<file path="src/rtl/cgep_pkg.sv">
// cgep_pkg: shared types and constants for the CSR grid edge partitioner.
// Used by cgep_divider and csr_grid_edge_partitioner_unit; no dependencies.
package cgep_pkg;

    localparam int ID_W      = 31;
    localparam int KW        = 5;
    localparam int PART_W    = 4;
    localparam int OFS_W     = 48;
    localparam int MAX_PARTS = 16;
    localparam int DIV_W     = 32;
    localparam int DIV_BITS  = 2;
    localparam int DIV_CYC   = DIV_W / DIV_BITS;
    localparam int CNT_W     = $clog2(DIV_CYC);

    localparam logic [OFS_W-1:0] OFS_MAX = {OFS_W{1'b1}};
    localparam logic [1:0]       DEG_LOW = 2'd2;

    localparam logic MODE_NB  = 1'b0;
    localparam logic MODE_END = 1'b1;
    localparam logic KIND_ADJ = 1'b0;
    localparam logic KIND_OFS = 1'b1;

    typedef struct packed {
        logic            done;
        logic [ID_W-1:0] quot;
        logic [KW-1:0]   rem;
    } div_rsp_t;

endpackage

</file>
<file path="src/rtl/cgep_divider.sv">
// cgep_divider: iterative restoring divider, 31-bit id by 5-bit grid size.
// Two quotient bits per cycle; depends on cgep_pkg.
module cgep_divider (
    input  logic                     clk,
    input  logic                     rst_n,
    input  logic                     start,
    input  logic [cgep_pkg::ID_W-1:0] dividend,
    input  logic [cgep_pkg::KW-1:0]   divisor,
    output cgep_pkg::div_rsp_t        rsp
);
    import cgep_pkg::*;

    logic [DIV_W-1:0] work_reg, work_next;
    logic [KW-1:0]    rem_reg, rem_next;
    logic [KW-1:0]    dsr_reg;
    logic [CNT_W-1:0] cnt_reg;
    logic             busy_reg;
    logic             done_reg;

    always_comb
    begin
        logic [KW:0] t;
        t         = '0;
        work_next = work_reg;
        rem_next  = rem_reg;
        for (int i = 0; i < DIV_BITS; i++)
        begin
            t         = {rem_next, work_next[DIV_W-1]};
            work_next = {work_next[DIV_W-2:0], 1'b0};
            if (t >= {1'b0, dsr_reg})
            begin
                rem_next     = KW'(t - {1'b0, dsr_reg});
                work_next[0] = 1'b1;
            end
            else
            begin
                rem_next = t[KW-1:0];
            end
        end
    end

    always_ff @(posedge clk or negedge rst_n)
    begin
        if (!rst_n)
        begin
            busy_reg <= 1'b0;
            done_reg <= 1'b0;
            cnt_reg  <= '0;
        end
        else
        begin
            done_reg <= 1'b0;
            if (start)
            begin
                busy_reg <= 1'b1;
                cnt_reg  <= '0;
            end
            else if (busy_reg)
            begin
                cnt_reg <= cnt_reg + CNT_W'(1);
                if (cnt_reg == CNT_W'(DIV_CYC - 1))
                begin
                    busy_reg <= 1'b0;
                    done_reg <= 1'b1;
                end
            end
        end
    end

    always_ff @(posedge clk)
    begin
        if (start)
        begin
            work_reg <= {1'b0, dividend};
            rem_reg  <= '0;
            dsr_reg  <= divisor;
        end
        else if (busy_reg)
        begin
            work_reg <= work_next;
            rem_reg  <= rem_next;
        end
    end

    assign rsp.done = done_reg;
    assign rsp.quot = work_reg[ID_W-1:0];
    assign rsp.rem  = rem_reg;

endmodule
</file>
<file path="config.mk">
export PLATFORM = sky130hd
export DESIGN_NAME = cgep_divider
export DESIGN_NICKNAME = d
export VERILOG_FILES = /design/src/rtl/cgep_pkg.sv /design/src/rtl/cgep_divider.sv
export SDC_FILE = /design/constraint.sdc
export NUM_CORES = 1
export LEC_CHECK = 0
export BUFFER_PORTS_ARGS = -buffer_cell sky130_fd_sc_hd__buf_2
export CORE_MARGIN = 3
export CORE_UTILIZATION = 35
export CTS_CLUSTER_SIZE = 16
export DETAILED_ROUTE_END_ITERATION = 8
export SLEW_MARGIN = 20
export SYNTH_ARGS = -nofsm -noshare
export SYNTH_HDL_FRONTEND = slang
export SYNTH_SLANG_ARGS = --single-unit
</file>
<file path="constraint.sdc">
create_clock -name clk -period 4.45 [get_ports clk]
set_input_delay 0 -clock clk [delete_from_list [all_inputs] [get_ports clk]]
set_output_delay 0 -clock clk [all_outputs]
set_load 0.1 [all_outputs]
</file>
# Word level (Yosys, flattened, before mapping)
# Index checks and enable logic that the tools add are counted.
# op_classes
add_sub_neg,3
n_lt_le_gt_ge,2
eq_ne,1
n_mux,14
reduce_logical,1
# ops
op,n
$mux 31,2
$ge 6x5->1,2
$mux 5,2
$sub 5x5->5,2
$mux 1,8
$mux 4,2
$add 4x1->4 const B,1
$eq 4x4->1 const B,1
$reduce_bool 2->1,1
# totals
regBits,48
output_inout_bits,37
wordCells,28

# Longest topological paths before layout
# Gate-level depths: netlist (run 1).
# depth
depth_word,6
depth_mapped,15
mapped_depth_nobuf,14

# Least setup slack after synthesis (run 1)
# OpenSTA, ideal clock, no wires.
# synth_path
path_type,reg-to-reg
start,register rem_reg[2]
end,"register work_reg[0], data pin"
setup_time_ns,0.260
arrival_time_ns,3.626
t_required_ns,4.190
setup_slack_ns,0.564
stages_incl_launch_ff,12
synth_period_minus_slack_ns,3.886
path_cell_list,dfxtp_1 > ha_1 > a21o_1 > a211o_1 > o21ai_0 > a21boi_0 > ha_1 > a41oi_1 > a31oi_1 > a31oi_2 > nand2_1 > mux2_2
# synth_between
elab_chain_cells,6
# synth_rtl
element,line_no,text
from (decl),cgep_divider.sv:14,"logic [KW-1:0] rem_reg, rem_next;"
from (signal assigned),cgep_divider.sv:81,rem_reg <= rem_next;
$sub 5x5->5 / $ge 6x5->1 (equally long branches),"cgep_divider.sv:32, cgep_divider.sv:30",
$mux 5 (*),cgep_divider.sv:30,"if (t >= {1'b0, dsr_reg})"
$ge 6x5->1 (*),cgep_divider.sv:30,
$mux 1 (*),cgep_divider.sv:30,
$mux 31 (*),cgep_divider.sv:78,else if (busy_reg)
$mux 31 (*),cgep_divider.sv:72,if (start)
to (signal assigned),cgep_divider.sv:74,"work_reg <= {1'b0, dividend};"
to (signal assigned),cgep_divider.sv:80,work_reg <= work_next;
to (decl),cgep_divider.sv:13,"logic [DIV_W-1:0] work_reg, work_next;"
# Mark *: on every way between the ends. The rest lies on a longest branch, timed or not. The select of a mux whose other input is x is not followed.
# A chain may end at the register's enable or synchronous reset.

# Final worst setup path (run 1)
# layout_path
start,register work_reg[31]
end,"register work_reg[0], data pin"
# layout_between
elab_chain_cells,6
# layout_rtl
element,line_no
$sub 5x5->5 / $ge 6x5->1 (equally long branches),"cgep_divider.sv:32, cgep_divider.sv:30"
$mux 5 (*),cgep_divider.sv:30
$ge 6x5->1 (*),cgep_divider.sv:30
$mux 1 (*),cgep_divider.sv:30
$mux 31 (*),cgep_divider.sv:78
$mux 31 (*),cgep_divider.sv:72
# Marked as above.

==> metrics, run 1 <==
highest clock frequency the design can meet between 200 and 300 MHz; Resize count post-CTS 0; Post-Route Utilization between 40% and 50%; number of synthesis warnings 0; max-slew violation count 0; share of cells above drive strength 1 a little over two fifths; sort of element at the start of the critical path register; worst slew margin relative to its limit about two fifths; final instance area between 3000 and 4000 µm²; average cell area after synthesis around 12 µm²; first-pass GRT wire length ~9500 µm; Placement Rows 31; count of hold buffers inserted by post-cts repair 33; Hold Violations, Final 0; gr ovfl total 0; number of iterations in the first detailed-routing pass 4; post-layout min period roughly 3.6 ns; data arrival time of the critical path approximately 3.7 ns; sequential fraction of the synthesis area between 40 and 50%; DP HPWL 4100 µm; Hold Crit Endpoint work_reg[30]; setup slack of the worst register-to-register path 0.81 ns; placed instance area 2960 µm²; CTS tree yes; diode count 0; terminus of the critical flop-to-flop path work_reg[0]; total DRC errors in the routed layout 0; clock transition at the register clock pins on the worst setup and hold paths after CTS roughly 0.090 ns; instance count along the most critical hold path 2; GP Congestion roughly 0.9; startpoint of the most critical hold path dividend[30]; CP Data Required Time around 4.5 ns; maximum number of pins on one net before global-route repair 46; number of levels the H-tree was split into 2; Total Wirelength approximately 5800 µm; ratio of routed vias to standard cells roughly 4.7; Std-Cell Core Area between 7000 and 8000 µm²; All-Layer GR Usage 13.6%; depth of the worst register-to-register path 14; Layout area overhead 25.8%; # Max-Cap Violations 0; category of the worst setup path capture point register; via count of the first global-routing pass slightly below 2,000; vertical die dimension 94.1 µm; Power per Cell Area roughly 600 nW/µm²; Top Ports between 70 and 80; syn_nets 272; final worst-path cycle share around 82%; Max Clock Skew about 0.0057 ns; leakage power figure between 1 and 1.5 nW; TritonCTS Buffers 5; Clock Sinks 48; DRC violation total after the first TritonRoute iteration 145; # nets final approximately 350; Final ANT Viol Nets 0; run status finished, final reports clean; initial cell density of the core 36.8%; clock insertion delay at the later pin of the skew report roughly 0.29 ns; Setup Crit Path Kind reg -> reg; RSZ-0062 raised after global routing no; antenna violations before repair 0; synthesized flop and latch total 48; die footprint 8850 µm²; Root Driver clkbuf_8; Setup TNS Final 0 ns; distinct cell type count after synthesis 44; Port Buf Inserts 75; crit path max fanout 6; post-synthesis cell count 220; floorplan die width ~94 µm; Peak supply drop 248 µV; buffers inserted by post-CTS timing repair 0; total vias in the final route between 1,500 and 2,000; min-delay worst type in -> reg; max FFs per register 32; Reg-to-Reg Start work_reg[31]; final count of negative-setup-slack endpoints 0; maximum root-to-sink buffer count 2; pin slew with the least headroom to its limit between 0.8 and 0.9 ns; summed instance area of the synthesized netlist between 2000 and 3000 µm²; routed wire length per instance between 10 and 15 µm
[worst max path at each step]
stage,from,endpoint,slack (ns),cells after the start
after floorplan,rem_reg[2],work_reg[0],0.56,11
after global placement,work_reg[31],work_reg[0],1.02,14
after detailed placement,work_reg[31],work_reg[0],0.84,14
after CTS,work_reg[31],work_reg[0],0.84,14
after global routing,work_reg[31],work_reg[0],0.57,14
final,work_reg[31],work_reg[0],0.81,14
[metal layers]
metal | vias to the layer above | wire (µm) | GRT usage, %
li1 | 936 | - | -
met1 | 884 | 2580 | 18.3
met2 | 66 | 2800 | 21.3
met3 | 8 | 326 | 3.53
met4 | 0 | 74 | 4.21
met5 | - | 0 | 0
[placed cells by master, fill, tap and decap left out, drive strengths merged, types with 3 or more instances in the layout]
master and count:
xnor2 3, edfxtp 36, nand2 7, a21o 3, ha 11, inv 10, mux2 31, dlygate4sd3 34
o21ai 6, xor2 3, a21oi 3, nor2b 3, nand3 6, o211ai 6, dfxtp 6, clkbuf 7
a21boi 3, dfrtp 6, nor2 10, buf 77
[critical path, stage by stage (launching register included)]
cell	delay (ns)
dfxtp_1	0.34
inv_1	0.08
ha_1	0.17
inv_1	0.06
fa_1	0.41
a21oi_1	0.16
nor2_1	0.12
o21ai_0	0.22
a21boi_0	0.39
ha_1	0.32
a41oi_1	0.25
a31oi_1	0.16
a31oi_2	0.28
nand2_1	0.15
mux2_2	0.28
[cell type report]
| class | instances | area [µm²] |
|---|---|---|
| tap | 99 | 124 |
| clock buffer | 7 | 108 |
| timing repair buffer | 111 | 731 |
| inverter | 10 | 37.5 |
| clock inverter | 1 | 8.76 |
| sequential | 48 | 1350 |
| multi-input combinational | 123 | 1060 |
| fill | 703 | 3950 |
[synth_stat cells (all sizes together)]
| master | count | share of area [%] |
|---|---|---|
| mux2 | 31 | 13 |
| fa | 2 | 1.5 |
| a21boi | 3 | 0.83 |
| nand4 | 2 | 0.46 |
| o2111ai | 2 | 0.65 |
| a31o | 1 | 0.32 |
| a211oi | 2 | 0.74 |
| and3 | 2 | 0.55 |
| clkbuf | 1 | 0.14 |
| a32o | 1 | 0.37 |
| a311oi | 1 | 0.55 |
| dfrtp | 6 | 5.5 |
| a21oi | 3 | 0.55 |
| nand3b | 1 | 0.28 |
| a31oi | 2 | 0.69 |
| xor2 | 3 | 0.97 |
| or2 | 2 | 0.46 |
| o211a | 1 | 0.37 |
| a41oi | 1 | 0.32 |
| nand3 | 6 | 1.1 |
| nand2 | 7 | 0.97 |
| or3 | 2 | 0.46 |
| mux2i | 2 | 0.74 |
| buf | 38 | 9.8 |
| nor2b | 3 | 0.69 |
| xnor2 | 3 | 0.97 |
| and3b | 1 | 0.37 |
| inv | 10 | 1.4 |
| o21a | 1 | 0.28 |
| a21o | 3 | 0.83 |
| ha | 11 | 5.1 |
| edfxtp | 36 | 40 |
| nor2 | 10 | 1.4 |
| a211o | 1 | 0.32 |
| dfxtp | 6 | 4.4 |
| o21ai | 6 | 1.1 |
| o211ai | 6 | 1.8 |
| o221ai | 1 | 0.32 |
[through the flow]
stage	hold slack, ns	worst slack [ns]	total power [W]	cells
final	0.0152	0.811	0.00206	399
after global routing	0.0121	0.565	0.00217	399
after CTS	0.00308	0.839	0.00207	398
after detailed placement	-0.172	0.838	0.00173	357
after global placement	-0.171	1.02	0.00172	357
after floorplan	-0.296	0.564	0.00159	220
[power breakdown]
| group | switching [W] | total [W] | leakage, nW | internal [W] |
|---|---|---|---|---|
| clock | 0.000149 | 0.000310 | 0.0596 | 0.000161 |
| combinational | 0.000793 | 0.00113 | 0.926 | 0.000339 |
| sequential | 0.0000537 | 0.000617 | 0.504 | 0.000563 |
[cell families (layout without fill, tap and decap cells)]
family	Yosys count	in the layout	synth area share (%)
buffers and inverters	49	129	11.3
DFF	48	48	49.8
and+or+nand+nor	36	36	6.73
AOI/OAI and AO/OA	35	35	10.1
muxes	33	33	13.6
adders and majority gates	13	13	6.54
xor gates and xnor gates	6	6	1.94
Power figures use the tool's default switching activity.
==> run 2: changes to the inputs <==
clock period = 3.2 ns   (was 4.45 ns; I/O delays follow)
==> metrics, run 2 (same netlist as run 1, synthesis figures left out) <==
sequential cell fraction of total power a little over a quarter; GP Congestion 0.918; run status finished, final reports clean; first-pass GRT wire length 9720 µm; CP delay by family, top compound AO/OA/AOI/OAI gates; Top Ports between 70 and 80; Stages on worst setup path 15; sort of element at the start of the critical path register; die footprint 8850 µm²; Port Buf Inserts between 70 and 80; Clock Sinks between 40 and 50; via count of the first global-routing pass around 2,100; Peak supply drop 471 µV; leakage power figure between 1.5 and 2 nW; data arrival time of the critical path 3.25 ns; Placement Rows 31; number of iterations in the first detailed-routing pass 4; top library cells by usage in the layout, fill and taps aside buf_2 (75), edfxtp_1 (36), mux2_2 (31); max FFs per register 32; pin slew with the least headroom to its limit 0.621 ns; setup slack of the worst register-to-register path 0.15 ns; Int Pwr roughly 0.0017 W; final count of negative-setup-slack endpoints 0; CP Data Required Time 3.40 ns; count of buffering cells on the critical path with inverters included 3; maximum root-to-sink buffer count 2; vertical die dimension about 94 µm; # Max-Cap Violations 0; final worst-path cycle share between 90% and 100%; min-delay worst type in -> reg; Hold Crit Endpoint work_reg[28]; total DRC errors in the routed layout 0; Sw Ratio 47.0%; max-slew violation count 0; Power per Cell Area 902 nW/µm²; maximum number of pins on one net before global-route repair 44; Setup Crit Path Kind reg -> reg; CP dominant cell by count a31oi_2; depth of the worst register-to-register path 15; post-layout min period slightly above 3 ns; clock insertion delay at the later pin of the skew report roughly 0.30 ns; clock transition at the register clock pins on the worst setup and hold paths after CTS approximately 0.1 ns; Root Driver clkbuf_8; terminus of the critical flop-to-flop path rem_reg[2]; crit path max fanout 6; Total Wirelength roughly 6300 µm; Post-Route Utilization between 40% and 50%; share of cells above drive strength 1 53.4%; filler cell count in the final layout between 600 and 700; routed wire length per instance about 16 µm; biggest cell delay along the critical path about 0.43 ns; All-Layer GR Usage about 14%; Hold Violations, Final 0; Max Clock Skew 0.00717 ns; Final ANT Viol Nets 0; final instance area approximately 3600 µm²; # nets final approximately 360; total chip power 0.00327 W; DRC violation total after the first TritonRoute iteration between 60 and 70; placed instance area just over 3000 µm²; number of levels the H-tree was split into 2; antenna violations before repair 0; Layout area overhead 33.7%; diode count 0; startpoint of the most critical hold path dividend[28]; initial cell density of the core between 30% and 40%; gr ovfl total 0; TritonCTS Buffers 5; worst slew margin relative to its limit just under 60%; DP HPWL about 4300 µm; Std-Cell Core Area around 7400 µm²; Reg-to-Reg Start work_reg[31]; cells along the critical path inv_2 > ha_2 > inv_1 > fa_2 > a21oi_4 > nor2_4 > o21ai_2 > a21boi_4 > ha_4 > a41oi_2 > a31oi_2 > a31oi_2 > buf_4 > nand4_1 > a32o_1; floorplan die width approximately 94 µm; most common cell after layout, fill and taps aside buf_2; Clk network pwr share between 10% and 20%; highest clock frequency the design can meet about 330 MHz; total vias in the final route just under 2,000; cell with the biggest individual delay on the critical path fa_2; cell count after placement around 360; Non-Filler Instances approximately 400; Final Hold Slack about 0.0023 ns; NetSw approximately 0.0015 W; relative contribution of combinational cells to total power between 50 and 60%; instance count along the most critical hold path 2; CTS tree yes; ratio of routed vias to standard cells around 4.8; category of the worst setup path capture point register
==> run 2: worst max path at each step <==
stage / start / endpoint / slack (ns)
floorplan: rem_reg[0] / work_reg[0] / 0.001
global placement: work_reg[31] / work_reg[0] / 0.05
detailed placement: work_reg[31] / rem_reg[2] / -0.001
CTS: work_reg[31] / rem_reg[2] / 0.006
global route: work_reg[31] / rem_reg[2] / -0.03
finish: work_reg[31] / rem_reg[2] / 0.15
==> run 2: worst reg2reg max path, cell delays in order, from the launching register on <==
cell      delay, ns
dfxtp_2        0.34
inv_2          0.06
ha_2           0.16
inv_1          0.05
fa_2           0.43
a21oi_4        0.18
nor2_4         0.09
o21ai_2        0.15
a21boi_4       0.26
ha_4           0.23
a41oi_2        0.17
a31oi_2        0.12
a31oi_2        0.18
buf_4          0.15
nand4_1        0.10
a32o_1         0.27
==> run 2: stage by stage <==
| step | setup slack, ns | TNS [ns] |
|---|---|---|
| after floorplan | 0.00120 | 0 |
| after global placement | 0.0544 | 0 |
| after detailed placement | -0.00128 | -0.00128 |
| after CTS | 0.00636 | 0 |
| after global routing | -0.0345 | -0.0345 |
| final | 0.154 | 0 |
==> run 2: cell type report <==
type                            instances  area (µm²)  share of cell area, %
Inverter                               10        37.5                   1.03
Timing Repair Buffer                  116         758                   20.9
Sequential cell                        48        1360                   37.5
Multi-Input combinational cell        123        1240                   34.1
Clock inverter                          3        42.5                   1.17
Clock buffer                            5        68.8                   1.90
Tap cell                               99         124                   3.41
==> run 2: per-layer routing <==
| layer | part of all wire [%] | vias to the layer above | GRT usage, % |
|---|---|---|---|
| met2 | 50 | 66 | 23.6 |
| li1 | - | 941 | - |
| met5 | 0 | - | 0 |
| met1 | 44 | 922 | 17.0 |
| met4 | 0.98 | 0 | 4.45 |
| met3 | 5.5 | 6 | 4.09 |
==> run 2: repair_timing <==
item	in CTS	in global routing
endpoints found under the hold margin	35	0
endpoints found under the setup margin	2	6
setup buffers	0	2
gates resized for setup	2	38
hold buffers	30	0
pin swaps	0	10
==> run 2: power by group through the flow <==
stage | Clock [W] | Combinational [W] | Sequential [W]
finish | 0.000443 | 0.00196 | 0.000870
global route | 0.000471 | 0.00208 | 0.000885
CTS | 0.000454 | 0.00169 | 0.000865
detailed placement | 0 | 0.00166 | 0.000878
global placement | 0 | 0.00164 | 0.000879
floorplan | 0 | 0.00120 | 0.00102
==> run 3: changes to the inputs <==
clock period = 2.8 ns   (was 3.2 ns; I/O delays follow)
==> metrics, run 3 (same netlist as run 1, synthesis figures left out) <==
vertical die dimension between 90 and 100 µm; depth of the worst register-to-register path 12; number of levels the H-tree was split into 2; Top Ports 76; # nets final between 300 and 400; terminus of the critical flop-to-flop path work_reg[0]; Reg-to-Reg Start dsr_reg[3]; antenna violations before repair 0; Setup TNS Final -0.734 ns; Port Buf Inserts 75; DRC violation total after the first TritonRoute iteration about 130; Placement Setup Slack -0.347 ns; min-delay worst type in -> reg; highest clock frequency the design can meet ~330 MHz; Total Wirelength between 6000 and 7000 µm; instance count along the most critical hold path 2; die footprint 8850 µm²; most common cell after layout, fill and taps aside buf_2; biggest cell delay along the critical path a little under 0.4 ns; floorplan die width 94.1 µm; Setup Crit Path Kind reg -> reg; post-layout min period 3.01 ns; share of cells above drive strength 1 between 50% and 60%; first-pass GRT wire length roughly 11,000 µm; Power per Cell Area 1020 nW/µm²; Final Hold Slack roughly 0.0061 ns; gr ovfl total 0; clock insertion delay at the later pin of the skew report 0.31 ns; max FFs per register 32; worst slew margin relative to its limit between 50% and 60%; clock transition at the register clock pins on the worst setup and hold paths after CTS around 0.10 ns; crit path max fanout 5; Clock Sinks 48; CP Data Required Time approximately 2.9 ns; failing checks negative setup slack; sort of element at the start of the critical path register; data arrival time of the critical path between 3 and 4 ns; routed wire length per instance 15.5 µm; startpoint of the most critical hold path dividend[0]; top library cells by usage in the layout, fill and taps aside buf_2 (75), buf_4 (40), edfxtp_1 (36); initial cell density of the core a little under two fifths; via count of the first global-routing pass about 2,300; count of buffering cells on the critical path with inverters included 1; category of the worst setup path capture point register; max-slew violation count 0; leakage power figure roughly 1.7 nW; Max Clock Skew 0.0131 ns; Hold Violations, Final 0; final worst-path cycle share 107%; cells along the critical path inv_2 > ha_4 > a21o_4 > a211o_4 > o21ai_2 > a21boi_2 > ha_4 > a41oi_2 > a31oi_2 > a31oi_2 > nand2_1 > mux2_2; Root Driver clkbuf_8; total DRC errors in the routed layout 0; maximum number of pins on one net before global-route repair 28; pin slew with the least headroom to its limit between 0.6 and 0.7 ns; DP HPWL around 4500 µm; setup slack of the worst register-to-register path -0.21 ns; maximum root-to-sink buffer count 2; filler cell count in the final layout 638; Std-Cell Core Area 7370 µm²; # Max-Cap Violations 0; total vias in the final route approximately 2,100; All-Layer GR Usage 16.1%; Peak supply drop 572 µV; CP delay by family, top compound AO/OA/AOI/OAI gates; diode count 0; CTS tree yes; RSZ-0062 raised after global routing yes; slack of the critical path -0.206 ns; Placement Rows 31; number of iterations in the first detailed-routing pass 4; cell with the biggest individual delay on the critical path edfxtp_1; GP Congestion 0.883; run status complete, but fails checks; Hold Crit Endpoint work_reg[0]; Final ANT Viol Nets 0; TritonCTS Buffers 5; ratio of routed vias to standard cells between 4 and 5; final count of negative-setup-slack endpoints 6; Layout area overhead 45.5%
## run 3: cell count changes in the layout (fill, tap and decap cells not counted), sizes merged
| cell | change |
|---|---|
| buf | +30 |
| dlygate4sd3 | +4 |
| clkinv | -1 |
| inv | +1 |
## run 3: per-stage QoR
stage	std cells	util [%]	instance area (µm²)	total power, W
2_1_floorplan	220	-	2760	0.00258
3_3_place_gp	384	43.5	3200	0.00306
3_5_place_dp	384	43.5	3200	0.00305
4_1_cts	435	52.4	3860	0.00389
5_1_grt	438	53.6	3950	0.00425
6_report	438	53.6	3950	0.00403
## run 3: cell type report
cell class | count | area [µm²] | share of cell area [%]
sequential | 48 | 1370 | 34.6
multi-input combinational | 123 | 1280 | 32.5
timing repair buffer | 150 | 1030 | 26.0
tap | 99 | 124 | 3.13
clock buffer | 5 | 68.8 | 1.74
clock inverter | 3 | 41.3 | 1.04
inverter | 10 | 37.5 | 0.950
## run 3: worst max-delay path by stage
stage	startpoint	to	slack (ns)	cells after the start
finish	dsr_reg[3]	work_reg[0]	-0.21	12
global route	dsr_reg[3]	rem_reg[2]	-0.32	13
CTS	dsr_reg[3]	work_reg[0]	-0.21	12
detailed placement	dsr_reg[0]	work_reg[0]	-0.35	13
global placement	dsr_reg[0]	work_reg[0]	-0.30	13
floorplan	rem_reg[2]	work_reg[0]	-0.27	11
## run 3: worst register-to-register path: stages, from the launching register on
cell      delay (ns)
edfxtp_1        0.39
inv_2           0.09
ha_4            0.21
a21o_4          0.22
a211o_4         0.37
o21ai_2         0.16
a21boi_2        0.21
ha_4            0.24
a41oi_2         0.19
a31oi_2         0.13
a31oi_2         0.17
nand2_1         0.11
mux2_2          0.28
## run 3: repair_timing
item	4_1_cts	5_1_grt
endpoints found under the hold margin	40	0
endpoints found under the setup margin	6	6
hold buffers	34	0
pin swaps	14	11
resized for setup	30	12
buffers inserted	9	3
gates cloned	0	0
## run 3: where the power goes
group	switching [W]	leakage [nW]	internal, W
clock network	0.000253	0.0585	0.000266
registers	0.0000793	0.506	0.000907
logic	0.00152	1.13	0.00101
## run 3: routing by layer
layer  global-route usage (%)  share of wire [%]
met3                     3.04                5.3
met5                        0                  0
met4                     4.93                2.5
met1                     20.9                 44
met2                     27.0                 48
